[config.mk]
export PLATFORM = sky130hd
export DESIGN_NAME = round_robin_task_scheduler_flat
export DESIGN_NICKNAME = d
export VERILOG_FILES = /design/src/rtl/rrts_pkg.sv /design/src/rtl/rrts_if.sv /design/src/rtl/round_robin_task_scheduler.sv /design/src/flat_wrapper.sv
export SDC_FILE = /design/constraint.sdc
export NUM_CORES = 1
export LEC_CHECK = 0
export BUFFER_PORTS_ARGS = -buffer_cell sky130_fd_sc_hd__buf_2
export CORE_ASPECT_RATIO = 0.7
export CORE_UTILIZATION = 30
export CTS_BUF_LIST = sky130_fd_sc_hd__clkbuf_4 sky130_fd_sc_hd__clkbuf_8 sky130_fd_sc_hd__clkbuf_16
export CTS_CLUSTER_SIZE = 24
export DETAILED_ROUTE_END_ITERATION = 10
export HOLD_SLACK_MARGIN = 0.06
export PLACE_DENSITY = 0.47
export SYNTH_ARGS = -nofsm -noshare
export SYNTH_HDL_FRONTEND = slang
export SYNTH_SLANG_ARGS = --single-unit
[constraint.sdc]
create_clock -name clk_i -period 5.9 [get_ports clk_i]
set_input_delay 0 -clock clk_i [delete_from_list [all_inputs] [get_ports clk_i]]
set_output_delay 0 -clock clk_i [all_outputs]
set_load 0.02 [all_outputs]
[src/rtl/rrts_pkg.sv]
// Shared constants and codes for the round-robin task scheduler.
// No dependencies; every other file of the block imports this package.
`timescale 1ns / 1ps

package rrts_pkg;

  localparam int TASKS  = 16;
  localparam int SLOT_W = $clog2(TASKS);
  localparam int CUR_W  = $clog2(TASKS + 1);
  localparam int ID_W   = 5;
  localparam int CMP_W  = (CUR_W > ID_W) ? CUR_W : ID_W;

  typedef enum logic [2:0] {
    ST_EMPTY      = 3'd0,
    ST_READY      = 3'd1,
    ST_RUNNING    = 3'd2,
    ST_SLEEPING   = 3'd3,
    ST_WAITING    = 3'd4,
    ST_TERMINATED = 3'd5
  } slot_state_e;

  typedef enum logic [2:0] {
    ACT_CREATE    = 3'd0,
    ACT_BLOCK     = 3'd1,
    ACT_UNBLOCK   = 3'd2,
    ACT_TERMINATE = 3'd3,
    ACT_YIELD     = 3'd4
  } action_e;

  typedef enum logic [1:0] {
    STS_OK          = 2'd0,
    STS_FULL        = 2'd1,
    STS_UNKNOWN     = 2'd2,
    STS_NOT_BLOCKED = 2'd3
  } status_e;

endpackage

[src/rtl/rrts_if.sv]
// Request and response channel interfaces of the task scheduler.
// Depends on rrts_pkg for the id width.
`timescale 1ns / 1ps

interface rrts_req_if import rrts_pkg::*; ();
  logic            valid;
  logic            ready;
  logic [2:0]      action;
  logic            initial_state;
  logic            block_reason;
  logic [ID_W-1:0] task_id;

  modport source (output valid, action, initial_state, block_reason, task_id,
                  input ready);
  modport sink   (input valid, action, initial_state, block_reason, task_id,
                  output ready);
endinterface

interface rrts_rsp_if import rrts_pkg::*; ();
  logic            valid;
  logic            ready;
  logic [1:0]      status;
  logic [ID_W-1:0] running_task;
  logic            switched;
  logic [ID_W-1:0] new_task_id;
  logic [ID_W-1:0] runnable_count;

  modport source (output valid, status, running_task, switched, new_task_id,
                  runnable_count, input ready);
  modport sink   (input valid, status, running_task, switched, new_task_id,
                  runnable_count, output ready);
endinterface

[src/rtl/round_robin_task_scheduler.sv]
// Round-robin task scheduler: slot table, sequencer and search stepper.
// Depends on rrts_pkg and the channel interfaces in rrts_if.sv.
//
//   Channel  Direction  Payload
//   req_i    in         action, initial_state, block_reason, task_id
//   rsp_o    out        status, running_task, switched, new_task_id, runnable_count
//
// Each request is handled alone; req_i is ready only while the sequencer waits.
// Create writes its slot at once; unblock reads the target slot, demotes the running
// slot and makes the target run; block and terminate rewrite the running slot, and
// they and yield search the slots, each lookup going through the registered read port.
// Reset marks every slot as unwritten at once, so no clearing pass is needed.
// A result waits in the response register; the next request is accepted meanwhile.
`timescale 1ns / 1ps

module round_robin_task_scheduler import rrts_pkg::*; (
  input  logic clk_i,
  input  logic rst_ni,
  rrts_req_if.sink   req_i,
  rrts_rsp_if.source rsp_o
);

  typedef enum logic [3:0] {
    S_IDLE,
    S_DECODE,
    S_UB_CHK,
    S_UB_DEM,
    S_UB_RUN,
    S_RS,
    S_RS_DEM,
    S_SR_ADDR,
    S_SR_CHK,
    S_DONE
  } fsm_e;

  localparam logic [CUR_W-1:0] IdleSlot = CUR_W'(TASKS);

  // Slot table with a write port and a registered read port.
  slot_state_e mem_q [TASKS];
  logic [TASKS-1:0] vld_q;
  slot_state_e mem_rd_q;
  logic rd_vld_q, rd_zero_q;

  logic              wr_en, rd_en;
  logic [SLOT_W-1:0] wr_addr, rd_addr;
  slot_state_e       wr_data, st_rd;

  fsm_e state_q, state_d;
  action_e act_q, act_d;
  logic init_q, init_d, reason_q, reason_d;
  logic [ID_W-1:0] tid_q, tid_d, before_q, before_d, new_q, new_d;
  status_e sts_q, sts_d;
  logic [CUR_W-1:0] cur_q, cur_d, used_q, used_d, run_q, run_d;
  logic [CUR_W-1:0] pos_q, pos_d, cnt_q, cnt_d, pos_next;
  logic [SLOT_W-1:0] sel_slot;

  logic            rsp_vld_q, rsp_vld_d;
  status_e         rsp_sts_q, rsp_sts_d;
  logic [ID_W-1:0] rsp_run_q, rsp_run_d, rsp_new_q, rsp_new_d, rsp_cnt_q, rsp_cnt_d;
  logic            rsp_sw_q, rsp_sw_d;

  function automatic logic [ID_W-1:0] run_id(input logic [CUR_W-1:0] cur);
    return (cur == IdleSlot) ? '0 : (ID_W'(cur) + ID_W'(1));
  endfunction

  always_ff @(posedge clk_i) begin
    if (wr_en) begin
      mem_q[wr_addr] <= wr_data;
    end
    if (rd_en) begin
      mem_rd_q  <= mem_q[rd_addr];
      rd_vld_q  <= vld_q[rd_addr];
      rd_zero_q <= (rd_addr == '0);
    end
  end

  always_ff @(posedge clk_i or negedge rst_ni) begin
    if (!rst_ni) begin
      vld_q <= '0;
    end else if (wr_en) begin
      vld_q[wr_addr] <= 1'b1;
    end
  end

  // An unwritten slot reads as its reset value: slot 0 running, others empty.
  assign st_rd = rd_vld_q ? mem_rd_q : (rd_zero_q ? ST_RUNNING : ST_EMPTY);

  // Round-robin stepper: one slot down, wrapping to the newest used slot.
  assign pos_next = (pos_q >= IdleSlot || pos_q == '0 || pos_q > used_q) ?
                    (used_q - CUR_W'(1)) : (pos_q - CUR_W'(1));
  assign sel_slot = SLOT_W'(tid_q - ID_W'(1));

  assign req_i.ready = (state_q == S_IDLE);

  always_comb begin
    state_d  = state_q;
    act_d    = act_q;
    init_d   = init_q;
    reason_d = reason_q;
    tid_d    = tid_q;
    before_d = before_q;
    new_d    = new_q;
    sts_d    = sts_q;
    cur_d    = cur_q;
    used_d   = used_q;
    run_d    = run_q;
    pos_d    = pos_q;
    cnt_d    = cnt_q;
    wr_en    = 1'b0;
    wr_addr  = '0;
    wr_data  = ST_EMPTY;
    rd_en    = 1'b0;
    rd_addr  = '0;

    rsp_vld_d = rsp_vld_q && !rsp_o.ready;
    rsp_sts_d = rsp_sts_q;
    rsp_run_d = rsp_run_q;
    rsp_sw_d  = rsp_sw_q;
    rsp_new_d = rsp_new_q;
    rsp_cnt_d = rsp_cnt_q;

    case (state_q)
      S_IDLE: begin
        if (req_i.valid) begin
          act_d    = action_e'(req_i.action);
          init_d   = req_i.initial_state;
          reason_d = req_i.block_reason;
          tid_d    = req_i.task_id;
          before_d = run_id(cur_q);
          new_d    = '0;
          sts_d    = STS_OK;
          state_d  = S_DECODE;
        end
      end
      S_DECODE: begin
        state_d = S_DONE;
        case (act_q)
          ACT_CREATE: begin
            if (used_q >= IdleSlot) begin
              sts_d = STS_FULL;
            end else begin
              wr_en   = 1'b1;
              wr_addr = SLOT_W'(used_q);
              wr_data = init_q ? ST_WAITING : ST_READY;
              if (!init_q) begin
                run_d = run_q + CUR_W'(1);
              end
              used_d = used_q + CUR_W'(1);
              new_d  = ID_W'(used_q) + ID_W'(1);
            end
          end
          ACT_BLOCK, ACT_TERMINATE: begin
            if (cur_q != IdleSlot) begin
              wr_en   = 1'b1;
              wr_addr = SLOT_W'(cur_q);
              if (act_q == ACT_TERMINATE) begin
                wr_data = ST_TERMINATED;
              end else begin
                wr_data = reason_q ? ST_WAITING : ST_SLEEPING;
              end
              if (run_q != '0) begin
                run_d = run_q - CUR_W'(1);
              end
              state_d = S_RS;
            end
          end
          ACT_UNBLOCK: begin
            if (tid_q == '0 || CMP_W'(tid_q) > CMP_W'(used_q)) begin
              sts_d = STS_UNKNOWN;
            end else begin
              rd_en   = 1'b1;
              rd_addr = sel_slot;
              state_d = S_UB_CHK;
            end
          end
          ACT_YIELD: state_d = S_RS;
          default:   state_d = S_DONE;
        endcase
      end
      S_UB_CHK: begin
        if (st_rd != ST_SLEEPING && st_rd != ST_WAITING) begin
          sts_d   = STS_NOT_BLOCKED;
          state_d = S_DONE;
        end else begin
          run_d = run_q + CUR_W'(1);
          if (cur_q != IdleSlot) begin
            rd_en   = 1'b1;
            rd_addr = SLOT_W'(cur_q);
            state_d = S_UB_DEM;
          end else begin
            state_d = S_UB_RUN;
          end
        end
      end
      S_UB_DEM: begin
        if (st_rd == ST_RUNNING) begin
          wr_en   = 1'b1;
          wr_addr = SLOT_W'(cur_q);
          wr_data = ST_READY;
        end
        state_d = S_UB_RUN;
      end
      S_UB_RUN: begin
        wr_en   = 1'b1;
        wr_addr = sel_slot;
        wr_data = ST_RUNNING;
        cur_d   = CUR_W'(sel_slot);
        state_d = S_DONE;
      end
      S_RS: begin
        pos_d = cur_q;
        cnt_d = '0;
        if (run_q == '0) begin
          cur_d   = IdleSlot;
          state_d = S_DONE;
        end else if (cur_q != IdleSlot) begin
          rd_en   = 1'b1;
          rd_addr = SLOT_W'(cur_q);
          state_d = S_RS_DEM;
        end else begin
          state_d = S_SR_ADDR;
        end
      end
      S_RS_DEM: begin
        if (st_rd == ST_RUNNING) begin
          wr_en   = 1'b1;
          wr_addr = SLOT_W'(cur_q);
          wr_data = ST_READY;
        end
        state_d = S_SR_ADDR;
      end
      S_SR_ADDR: begin
        rd_en   = 1'b1;
        rd_addr = SLOT_W'(pos_next);
        pos_d   = pos_next;
        cnt_d   = cnt_q + CUR_W'(1);
        state_d = S_SR_CHK;
      end
      S_SR_CHK: begin
        if (st_rd == ST_READY) begin
          wr_en   = 1'b1;
          wr_addr = SLOT_W'(pos_q);
          wr_data = ST_RUNNING;
          cur_d   = pos_q;
          state_d = S_DONE;
        end else if (cnt_q >= used_q) begin
          cur_d   = IdleSlot;
          state_d = S_DONE;
        end else begin
          state_d = S_SR_ADDR;
        end
      end
      S_DONE: begin
        if (!rsp_vld_q || rsp_o.ready) begin
          rsp_vld_d = 1'b1;
          rsp_sts_d = sts_q;
          rsp_run_d = run_id(cur_q);
          rsp_sw_d  = (run_id(cur_q) != before_q);
          rsp_new_d = new_q;
          rsp_cnt_d = ID_W'(run_q);
          state_d   = S_IDLE;
        end
      end
      default: state_d = S_IDLE;
    endcase
  end

  always_ff @(posedge clk_i or negedge rst_ni) begin
    if (!rst_ni) begin
      state_q   <= S_IDLE;
      act_q     <= ACT_YIELD;
      init_q    <= 1'b0;
      reason_q  <= 1'b0;
      tid_q     <= '0;
      before_q  <= '0;
      new_q     <= '0;
      sts_q     <= STS_OK;
      cur_q     <= '0;
      used_q    <= CUR_W'(1);
      run_q     <= CUR_W'(1);
      pos_q     <= '0;
      cnt_q     <= '0;
      rsp_vld_q <= 1'b0;
      rsp_sts_q <= STS_OK;
      rsp_run_q <= '0;
      rsp_sw_q  <= 1'b0;
      rsp_new_q <= '0;
      rsp_cnt_q <= '0;
    end else begin
      state_q   <= state_d;
      act_q     <= act_d;
      init_q    <= init_d;
      reason_q  <= reason_d;
      tid_q     <= tid_d;
      before_q  <= before_d;
      new_q     <= new_d;
      sts_q     <= sts_d;
      cur_q     <= cur_d;
      used_q    <= used_d;
      run_q     <= run_d;
      pos_q     <= pos_d;
      cnt_q     <= cnt_d;
      rsp_vld_q <= rsp_vld_d;
      rsp_sts_q <= rsp_sts_d;
      rsp_run_q <= rsp_run_d;
      rsp_sw_q  <= rsp_sw_d;
      rsp_new_q <= rsp_new_d;
      rsp_cnt_q <= rsp_cnt_d;
    end
  end

  assign rsp_o.valid          = rsp_vld_q;
  assign rsp_o.status         = rsp_sts_q;
  assign rsp_o.running_task   = rsp_run_q;
  assign rsp_o.switched       = rsp_sw_q;
  assign rsp_o.new_task_id    = rsp_new_q;
  assign rsp_o.runnable_count = rsp_cnt_q;

  // The running slot is either a table slot or the idle marker.
  assert property (@(posedge clk_i) disable iff (!rst_ni) cur_q <= IdleSlot)
    else $error("current slot beyond the idle marker");

  // Slots are handed out in order and the first one always exists.
  assert property (@(posedge clk_i) disable iff (!rst_ni)
                   used_q >= CUR_W'(1) && used_q <= IdleSlot)
    else $error("slot use count out of range");

  // A request transaction blocks the request channel on the following cycle.
  assert property (@(posedge clk_i) disable iff (!rst_ni)
                   req_i.valid && req_i.ready |=> !req_i.ready)
    else $error("request accepted while a previous one is in progress");

  // A new response is only raised on leaving the result state.
  assert property (@(posedge clk_i) disable iff (!rst_ni)
                   $rose(rsp_vld_q) |-> $past(state_q == S_DONE))
    else $error("response raised outside the result state");

endmodule
[src/flat_wrapper.sv]
// flat-port wrapper written by rule: the top's interface ports become plain ports
module round_robin_task_scheduler_flat import rrts_pkg::*;
  (clk_i, rst_ni, req_i_valid, req_i_action, req_i_initial_state, req_i_block_reason, req_i_task_id, req_i_ready, rsp_o_valid, rsp_o_status, rsp_o_running_task, rsp_o_switched, rsp_o_new_task_id, rsp_o_runnable_count, rsp_o_ready);
  rrts_req_if req_i_i ();
  rrts_rsp_if rsp_o_i ();
  input  logic clk_i;
  input  logic rst_ni;
  input wire logic [$bits(req_i_i.valid)-1:0] req_i_valid;
  input wire logic [$bits(req_i_i.action)-1:0] req_i_action;
  input wire logic [$bits(req_i_i.initial_state)-1:0] req_i_initial_state;
  input wire logic [$bits(req_i_i.block_reason)-1:0] req_i_block_reason;
  input wire logic [$bits(req_i_i.task_id)-1:0] req_i_task_id;
  output wire logic [$bits(req_i_i.ready)-1:0] req_i_ready;
  output wire logic [$bits(rsp_o_i.valid)-1:0] rsp_o_valid;
  output wire logic [$bits(rsp_o_i.status)-1:0] rsp_o_status;
  output wire logic [$bits(rsp_o_i.running_task)-1:0] rsp_o_running_task;
  output wire logic [$bits(rsp_o_i.switched)-1:0] rsp_o_switched;
  output wire logic [$bits(rsp_o_i.new_task_id)-1:0] rsp_o_new_task_id;
  output wire logic [$bits(rsp_o_i.runnable_count)-1:0] rsp_o_runnable_count;
  input wire logic [$bits(rsp_o_i.ready)-1:0] rsp_o_ready;
  assign req_i_i.valid = req_i_valid;
  assign req_i_i.action = req_i_action;
  assign req_i_i.initial_state = req_i_initial_state;
  assign req_i_i.block_reason = req_i_block_reason;
  assign req_i_i.task_id = req_i_task_id;
  assign req_i_ready = req_i_i.ready;
  assign rsp_o_valid = rsp_o_i.valid;
  assign rsp_o_status = rsp_o_i.status;
  assign rsp_o_running_task = rsp_o_i.running_task;
  assign rsp_o_switched = rsp_o_i.switched;
  assign rsp_o_new_task_id = rsp_o_i.new_task_id;
  assign rsp_o_runnable_count = rsp_o_i.runnable_count;
  assign rsp_o_i.ready = rsp_o_ready;
  round_robin_task_scheduler u_core (.clk_i(clk_i), .rst_ni(rst_ni), .req_i(req_i_i), .rsp_o(rsp_o_i));
endmodule
======== Word-level counts from Yosys, hierarchy flattened ========
Memory sizes are Yosys's and may differ from the RTL's. A register that Yosys moved wholly into a read port is not among the register bits.
Cells that the tools add are included.
word-level totals
  bits in registers ....................... 88
  bits in latches ......................... 0
  memory bits (writable) .................. 48
  ROM bits ................................ 0
  output and inout bits ................... 20
  memories ................................ 1
memories
  memory        words  width  rd ports  clocked after Yosys merged registers in  write ports  RTL line                          source
  u_core.mem_q  16     3      1         1                                        1            round_robin_task_scheduler.sv:39  slot_state_e mem_q [TASKS];
cells by class
  add/sub/neg operators ................... 8
  multipliers ............................. 0
  div/mod/pow operators ................... 0
  magnitude comparators ................... 8
  equality and inequality tests ........... 36
  shifts and indexed selects .............. 0
  muxes and demuxes ....................... 78
  bitwise operators ....................... 2
  reduce and logical (&&, ||, !) cells .... 31
operator list
  cell                   number
  $mux W5                13
  $mux W4                16
  $pmux W5 S2            5
  $pmux W4 S10           1
  $pmux W4 S4            2
  $mux W3                7
  $add A5 B1 Y5 const B  4
  $ne A3 B2 Y1 const B   6
  $eq A4 B3 Y1 const B   4
  $mux W1                16
  $or A16 B16 Y16        1
  $logic_not A5 Y1       3
  $pmux W5 S3            1
  $sub A5 B1 Y5 const B  3
  $mux W2                6
  $ne A3 B3 Y1 const B   4
  $pmux W3 S4            1
  $pmux W4 S3            1
  $ge A5 B5 Y1 const B   2
  $gt A5 B5 Y1           2
  $lt A4 B5 Y1 const B   2
  $eq A3 B2 Y1 const B   3
  $eq A4 B2 Y1 const B   2
  $eq A4 B4 Y1 const B   2
  other kinds (35)       56

======== Longest topological paths before layout ========
Gate-level depths: netlist (run 1).
  word-level depth ........................ 10
  depth in mapped cells ................... 14
  mapped depth without buffers ............ 10

======== Worst setup path after synthesis (run 1) ========
OpenSTA, ideal clock, no wires.
  kind .................................... register -> register
  start ................................... reg u_core.used_q[2]
  end ..................................... reg u_core.rd_vld_q, data pin
  setup time .............................. 0.272 ns
  data arrival time ....................... 3.301 ns
  data required time ...................... 5.628 ns
  slack ................................... 2.327 ns
  cell stages (with the launch flop) ...... 14
  path through ............................ dfrtp_1 clkbuf_1 inv_1 ha_1 nand4_1 or2_2 a221oi_2 mux2i_1 and2_1 buf_6 buf_6 mux2i_1 o22ai_1 or4_1
on the way
  longest elaborated chain between the ends .. 7
ends and longest elaborated chain
  item                               RTL line                           source
  start, declared                    round_robin_task_scheduler.sv:53   logic [CUR_W-1:0] cur_q, cur_d, used_q, used_d, run_q, run_d;
  start signal, assigned             round_robin_task_scheduler.sv:299  used_q <= used_d;
  $gt A5 B5 Y1                       round_robin_task_scheduler.sv:168  if (tid_q == '0 || CMP_W'(tid_q) > CMP_W'(used_q)) begin
  $logic_or A1 B1 Y1                 round_robin_task_scheduler.sv:168
  $mux W4                            round_robin_task_scheduler.sv:168
  $mux W4                            round_robin_task_scheduler.sv:137  case (act_q)
  $pmux W4 S4 (*)                    round_robin_task_scheduler.sv:122  case (state_q)
  $bmux W1 S4 (*)                    round_robin_task_scheduler.sv:72   rd_vld_q <= vld_q[rd_addr];
  $mux W1 (implied by the code) (*)  round_robin_task_scheduler.sv:72
  end signal, assigned               round_robin_task_scheduler.sv:72
  end, declared                      round_robin_task_scheduler.sv:42   logic rd_vld_q, rd_zero_q;
Mark *: on every way between the ends. The rest lies on a longest branch, timed or not. The select of a mux whose other input is x is not followed.
A chain may end at the register's enable or synchronous reset.

======== Final worst setup path (run 1) ========
Ends and elaborated chain as after synthesis.

==> results of run 1 <==
-- worst max-delay path, stage by stage, from the launching register on --
cell,delay (ps)
dfrtp_1,510
inv_1,170
ha_1,320
and4_1,210
a221o_1,240
a211oi_2,100
a31oi_1,740
and2_1,250
buf_4,270
mux2i_1,240
a211oi_1,90
or4_1,540
-- area by class of cell --
class	instances	area, um2
Clock buffer	18	439
Clock inverter	14	160
Fill cell	2236	14600
Inverter	22	82.6
Multi-Input combinational cell	445	3140
Sequential cell	139	3750
Tap cell	312	390
Timing Repair Buffer	57	393
-- worst max-delay path by stage --
| stage | cells after the start | to | from | slack, ps |
|---|---|---|---|---|
| finish | 11 | u_core.rd_vld_q$_DFFE_PP_ | u_core.used_q[2]$_DFFE_PN0P_ | 1930 |
| global route | 11 | u_core.rd_vld_q$_DFFE_PP_ | u_core.run_q[1]$_DFFE_PN0P_ | 1580 |
| CTS | 11 | u_core.rd_vld_q$_DFFE_PP_ | u_core.used_q[2]$_DFFE_PN0P_ | 1970 |
| detailed placement | 11 | u_core.rd_vld_q$_DFFE_PP_ | u_core.used_q[2]$_DFFE_PN0P_ | 2000 |
| global placement | 12 | u_core.rd_vld_q$_DFFE_PP_ | u_core.used_q[2]$_DFFE_PN0P_ | 2170 |
| floorplan | 13 | u_core.rd_vld_q$_DFFE_PP_ | u_core.used_q[2]$_DFFE_PN0P_ | 2330 |
-- stage by stage --
stage               hold WS [ps]  std cells  setup slack (ps)  power (W)  utilization
floorplan                   -296        638              2330    0.00266            -
global placement           -55.3        961              2170    0.00314        0.331
detailed placement         -51.2        961              2000    0.00317        0.331
CTS                         64.8       1007              1970    0.00429        0.364
global route                79.6       1007              1580    0.00454        0.364
finish                      68.4       1007              1930    0.00428        0.364
-- cells by family (layout without fill, tap and decap cells) --
group | count (synthesis) | after routing
and+or+nand+nor | 191 | 191
AOI/OAI and AO/OA | 150 | 150
DFF | 139 | 139
buffers and inverters | 54 | 111
muxes | 52 | 52
xor gates and xnor gates | 28 | 28
adders and majority gates | 24 | 24
-- cells in the mapped netlist (all sizes together) (3+ instances only) --
master  instances
a31oi           6
a22o            4
nor3b           6
or4             3
a221oi          5
a22oi           9
a21boi         10
a211oi         16
o22a            4
xor2           14
and3            3
o21ai          29
a221o           4
nor2           45
buf             6
edfxtp         53
nor3           13
ha             24
o21bai          8
inv            22
nand2          53
nand2b          9
dfrtp          83
nor4b           3
nand3          12
nor2b           8
a21o            8
xnor2          14
or2            11
dfstp           3
nand4           8
o22ai           3
mux2           25
nor4            3
and2            4
a21oi          17
or3             3
a211o          14
clkbuf         26
mux2i          27
-- power by group through the flow --
stage / combinational (W) / sequential [W] / clock (W)
floorplan: 0.00114 / 0.00152 / 0
global placement: 0.00154 / 0.00161 / 0
detailed placement: 0.00155 / 0.00161 / 0
CTS: 0.00157 / 0.00160 / 0.00112
global route: 0.00173 / 0.00165 / 0.00116
finish: 0.00158 / 0.00161 / 0.00109
-- sequential cells by signal (all words and copies together), names as in the netlist, 4 cells and up --
| register | cells |
|---|---|
| u_core.state_q | 4 |
| u_core.tid_q | 5 |
| u_core.rsp_o.new_task_id | 5 |
| u_core.new_q | 5 |
| u_core.rsp_o.runnable_count | 5 |
| u_core.cur_q | 5 |
| u_core.vld_q | 16 |
| u_core.cnt_q | 5 |
| u_core.rsp_o.running_task | 5 |
| u_core.pos_q | 5 |
| u_core.mem_q | 48 |
| u_core.run_q | 5 |
| u_core.used_q | 5 |
| u_core.before_q | 5 |
-- metal layers --
metal,vias to the layer above,GRT usage
li1,2440,-
met1,2609,0.262
met5,-,0
met3,16,0.0491
met4,0,0.0526
met2,172,0.230
-- repair_timing --
item | 4_1_cts | 5_1_grt
setup endpoints to repair | 0 | 0
hold buffers | 14 | 0
endpoints found under the hold margin | 37 | 0
==> reports/summary.txt, run 1 <==
Reg2Reg Depth: 11
clock share of power: 0.255
CP Launch Type: flop
P_int: 0.00258 W
final clock skew: 9.90 ps
Met3 Wirelength: 1480 um
DRC: 0
R2R Setup Slk: 1930 ps
P_leak: 3.56 nW
post-synthesis adder-cell area fraction: 0.0422
global-route wire length before repair: 30,600 um
commonest non-fill, non-tap cell in the layout: dfrtp_1
worst-case clock buffer depth: 2
initial DRC count: 546
WL met2: 7520 um
Top-Level Pins: 34
Cell Rows: 46
CTS root buffer: clkbuf_16
Synth Register Bits: 139
Total GRT Usage: 0.172
highest routed layer: met4
Die Ht: 131 um
share of power burned in registers: 0.376
H-Tree Depth: 4
1st-pass router iterations: 5
cts bufs inserted: 17
Post-CTS Setup Bufs: 0
Hold Crit Class: in -> async
fin area: 0.00835 mm2
vias in the first global route: 5,174
Post-synth EDFFs: 53
Post-Syn Instances: 638
Syn Area/Cell: 11.2 um2
RR Startpoint: u_core.used_q[2]$_DFFE_PN0P_
Switching Power: 0.00170 W
asr flop ratio synth: 0.619
pwr/cell area: 513 mW/mm2
largest net degree at the start of global routing: 62
endpoints failing hold: 0
Routed wire per std cell: 19.3 um
fin. max-slew vios: 0
mux share of post-synthesis cell area: 0.0775
DRT met1 WL: 10,200 um
Main synth FF type: dfrtp_1
Syn Nets: 676
Cell Area, Placed: 0.00760 mm2
Total Wirelength: 19,500 um
crit path DAT: 4130 ps
layout cells sized above 1: 0.177
Max-cap violations: 0
GRT overflow: 0
Worst setup EP type: flop
most frequent cells in the layout: dfrtp_1 (83), nand2_1 (53), edfxtp_1 (53)
Peak supply drop: 0.260 mV
setup violators final: 0
post-synthesis cell type count: 60
vias post-DR: 5,237
Post-CTS Resized: 0
Worst EP required: 6070 ps
Max Clock Freq: 252 MHz
area leader, netlist: dfrtp_1
Synth Area in Compound Gates: 0.151
sequential area share after synthesis: 0.527
CP max FO: 18
Mapped Area: 0.00712 mm2
n_diodes: 0
reg-to-reg critical path endpoint: u_core.rd_vld_q$_DFFE_PP_
YS warnings: 0
core area: 0.0230 mm2
Final min period: 3970 ps
die area: 0.0244 mm2
Worst-Skew Late Latency: 430 ps
CTS tree: done
vias per cell: 5.20
initial antenna violation count: 0
critical path class: reg -> reg
nets@finish: 720
Setup TNS: 0 ps
fin crit share: 0.673
CTS clk-pin slew, worst paths: 60 ps
area share of xor/xnor cells in the synthesized design: 0.0345
Layout Area Growth over Synthesis: 17.4%
Synth area leaders: dfrtp_1 (29%), edfxtp_1 (22%), ha_1 (4.2%)
Die Width: 186 um
post-route ant nets: 0
Slew headroom: 0.328
Synth top area share: 0.292
I/O Buffers: 33
largest family of logic cells by synthesized area: compound AO/OA/AOI/OAI gates
Post-Synth Simple-Gate Area: 0.136
outcome: complete, no violations
initial core utilization: 0.310
switching part of the total: 0.398
post-DP HPWL: 14,000 um
GPL Wtd Cong: 0.834
Slew @ Worst Pin: 1000 ps
RSZ-0062 raised after global routing: no
Comb pwr share: 0.369
CTS sink count: 139
No activity file was read; power rests on OpenSTA's default activity.
==> run 2, diff against run 1 <==
ABC_AREA = 1   (was unset)
clock period = 4.1 ns   (was 5.9 ns; I/O delays follow)
==> run 2 against run 1 <==
Net effect:
- final area increased by 3.6%
- setup slack got worse by 1100 ps
- clock power grew 50%
- count of clock-buffer cells in the layout rose by 2
- combinational power up 75%
- register-to-register slack worse by 1100 ps
- global-route usage down 0.41 points
- via count grew 13%
- total power up 55%
- die area increased by 4.1%
- sequential share of layout area down 1.6 points
- cell count up 25%
==> reports/summary.txt, run 2 <==
Routed wire per std cell: 16.0 um (-17%)
grt met1 use: 0.280 (+0.0180)
vias in the first global route: 5,478 (+5.9%)
vias per cell: 4.71 (-9.4%)
pwr/cell area: 766 mW/mm2 (+49%)
GPL Wtd Cong: 0.896 (+7.4%)
RSZ-0062 raised after global routing: no
YS warnings: 0 (unchanged)
Post-CTS Resized: 0 (unchanged)
Syn Area/Cell: 8.47 um2 (-24%)
sequential area share after synthesis: 0.506 (-0.0209)
global-route wire length before repair: 32,100 um (+5.2%)
Worst setup EP type: flop
Hold Crit Class: in -> async
H-Tree Depth: 4 (unchanged)
met3 Use GR: 0.0361 (-0.0130)
Largest regs: u_core.mem_q (48), u_core.vld_q (16)
Synth top area share: 0.280 (-0.0116)
max reg flops: 48 (unchanged)
most common cell in the netlist: nand2_1
Die Width: 190 um (+2.0%)
cts bufs inserted: 17 (unchanged)
Mapped Area: 0.00741 mm2 (+4.1%)
1st-pass router iterations: 5 (unchanged)
Top cell by count, worst path: nand2_1
Max Clock Freq: 302 MHz (+20%)
fin area: 0.00865 mm2 (+3.6%)
CP Launch Type: flop
Worst-Skew Late Latency: 440 ps (about the same)
CP max FO: 33 (+15)
Main synth FF type: dfrtp_1
CP peak stage delay: 480 ps (-260 ps)
Synth area leaders: dfrtp_1 (28%), edfxtp_1 (21%), nand2_1 (12%)
layout cells sized above 1: 0.127 (-0.0501)
Top-Level Pins: 34 (unchanged)
Synth Register Bits: 139 (unchanged)
Setup TNS: 0 ps (unchanged)
final clock skew: 16.9 ps (+7.03 ps)
CTS root buffer: clkbuf_16
Critical Path Slowest Stage Cell: dfrtp_1
fin crit share: 0.808 (+0.135)
n_diodes: 0 (unchanged)
Cell Rows: 47 (+2.2%)
DRC: 0 (unchanged)
GR peak layer: met1
endpoints failing hold: 0 (unchanged)
initial core utilization: 0.310 (about the same)
post-route ant nets: 0 (unchanged)
Die Ht: 134 um (+2.0%)
most frequent cells in the layout: nand2_1 (238), inv_1 (113), dfrtp_1 (83)
crit-path cells: inv_1 > ha_1 > nand2_1 > nor2_1 > nand2_1 > nand3_1 > nand2_2 > nand2_2 > nand2_1 > nand2_2 > nand2_2 > nand2_4 > nand2_1 > nand2_1 > nand2_1 > nand3_1 > nand2_1 > nand2_1 > nand2_1
CTS tree: done
vias post-DR: 5,921 (+13%)
worst-case clock buffer depth: 2 (unchanged)
Layout Area Growth over Synthesis: 16.8%
GR Util met2: 0.208 (-0.0226)
fin. max-slew vios: 0 (unchanged)
setup violators final: 0 (unchanged)
Synth top cells by count: nand2_1 (238), inv_1 (113), dfrtp_1 (83), nand3_1 (71), o21ai_0 (71)
Cell Area, Placed: 0.00790 mm2 (+3.9%)
Max-cap violations: 0 (unchanged)
crit path DAT: 3500 ps (-630 ps)
Worst EP required: 4290 ps (-1780 ps)
GRT overflow: 0 (unchanged)
Biggest register: u_core.mem_q
commonest non-fill, non-tap cell in the layout: nand2_1
Slew headroom: 0.360 (+0.0317)
Total Wirelength: 20,100 um (+3.2%)
cell family with most CP delay: simple AND/OR/NAND/NOR gates
die area: 0.0253 mm2 (+4.1%)
I/O Buffers: 33 (unchanged)
initial antenna violation count: 0 (unchanged)
Post-Syn Instances: 875 (+37%)
asr flop ratio synth: 0.619 (unchanged)
core area: 0.0239 mm2 (+4.2%)
P_leak: 4.01 nW (+13%)
Peak supply drop: 0.295 mV (+14%)
Total GRT Usage: 0.168 (-0.00407)
area leader, netlist: dfrtp_1
post-synthesis cell type count: 49 (-18%)
Post-synth EDFFs: 53 (unchanged)
Syn Nets: 913 (+35%)
CTS sink count: 139 (unchanged)
nets@finish: 963 (+34%)
CTS clk-pin slew, worst paths: 60 ps (about the same)
Slew @ Worst Pin: 958 ps (-45.2 ps)
initial DRC count: 622 (+14%)
largest net degree at the start of global routing: 50 (-19%)
Final min period: 3310 ps (-658 ps)
critical path class: reg -> reg
post-DP HPWL: 14,600 um (+4.3%)
crit path buf inv count: 1 (-1)
outcome: complete, no violations
==> run 2: cell types whose count changed after synthesis, sizes merged, moves of 20 or more <==
cell    before  now
nor2        45   67
clkbuf      26    6
mux2i       27    0
inv         22  128
mux2        25    0
o21ai       29   74
nand2       53  249
nand3       12   72
==> run 2: cell families (layout without fill, tap and decap cells) <==
kind of cell,count (synthesis),in the layout,share of synthesized area
compound gates,119,119,0.0940
xor+xnor,17,17,0.0201
fa+ha+maj,24,24,0.0405
buf+inv,147,210,0.0799
flops,139,139,0.506
simple gates,429,429,0.260
==> run 2: final cells by class <==
class                      count  area [um2]
clock buffer                  20         460
clock inverter                12         164
fill                        2482       15300
inverter                     128         480
multi-input combinational    589        3080
sequential                   139        3750
tap                          318         398
timing repair buffer          50         328
==> run 2: worst reg2reg max path, delay by kind of cell, from the launching register on <==
kind | cells | cell delay [ps]
and+or+nand+nor | 17 | 2020
DFF | 1 | 480
buffers and inverters | 1 | 240
adders and majority gates | 1 | 350
==> run 2: power breakdown <==
part | internal, W | switching, W
sequential | 0.00193 | 0.000296
combinational | 0.000845 | 0.00192
clock | 0.00100 | 0.000632
==> run 2: per-stage QoR <==
stage | std cells | util | power (W) | setup slack, ps | hold slack [ps]
after floorplan | 875 | - | 0.00417 | 1720 | -296
final | 1256 | 0.362 | 0.00663 | 789 | 156
after CTS | 1256 | 0.362 | 0.00665 | 797 | 184
after global placement | 1211 | 0.330 | 0.00500 | 838 | 103
after detailed placement | 1211 | 0.330 | 0.00498 | 846 | 107
after global routing | 1256 | 0.362 | 0.00715 | 411 | 214
==> run 2: routing by layer <==
layer	vias to the layer above	part of all wire	wire length, um
met1	2806	0.57	11300
met4	0	0.0097	195
li1	2957	-	-
met3	14	0.055	1100
met5	-	0	0
met2	144	0.37	7430
==> run 2: final timing paths <==
check,start,endpoint,slack [ps],depth (start not counted)
worst max-delay path,u_core.used_q[4]$_DFFE_PN0P_,u_core.mem_rd_q[2]$_DFFE_PP_,790,19
worst max register to register,u_core.used_q[4]$_DFFE_PN0P_,u_core.mem_rd_q[2]$_DFFE_PP_,790,19
worst min-delay path,rst_ni,u_core.new_q[0]$_DFFE_PN0P_,160,2
worst min register to register,u_core.vld_q[3]$_DFFE_PN0P_,u_core.vld_q[3]$_DFFE_PN0P_,460,2
min in group clk_i,req_i_action[1],u_core.act_q[1]$_DFFE_PN0P_,310,4
max in group asynchronous,rst_ni,u_core.act_q[2]$_DFFE_PN1P_,2920,3
==> run 2: what timing repair did <==
item / 4_1_cts / 5_1_grt
hold endpoints to repair: 61 / 0
endpoints found under the setup margin: 0 / 0
hold buffers: 13 / 0
setup buffers: 0 / 0
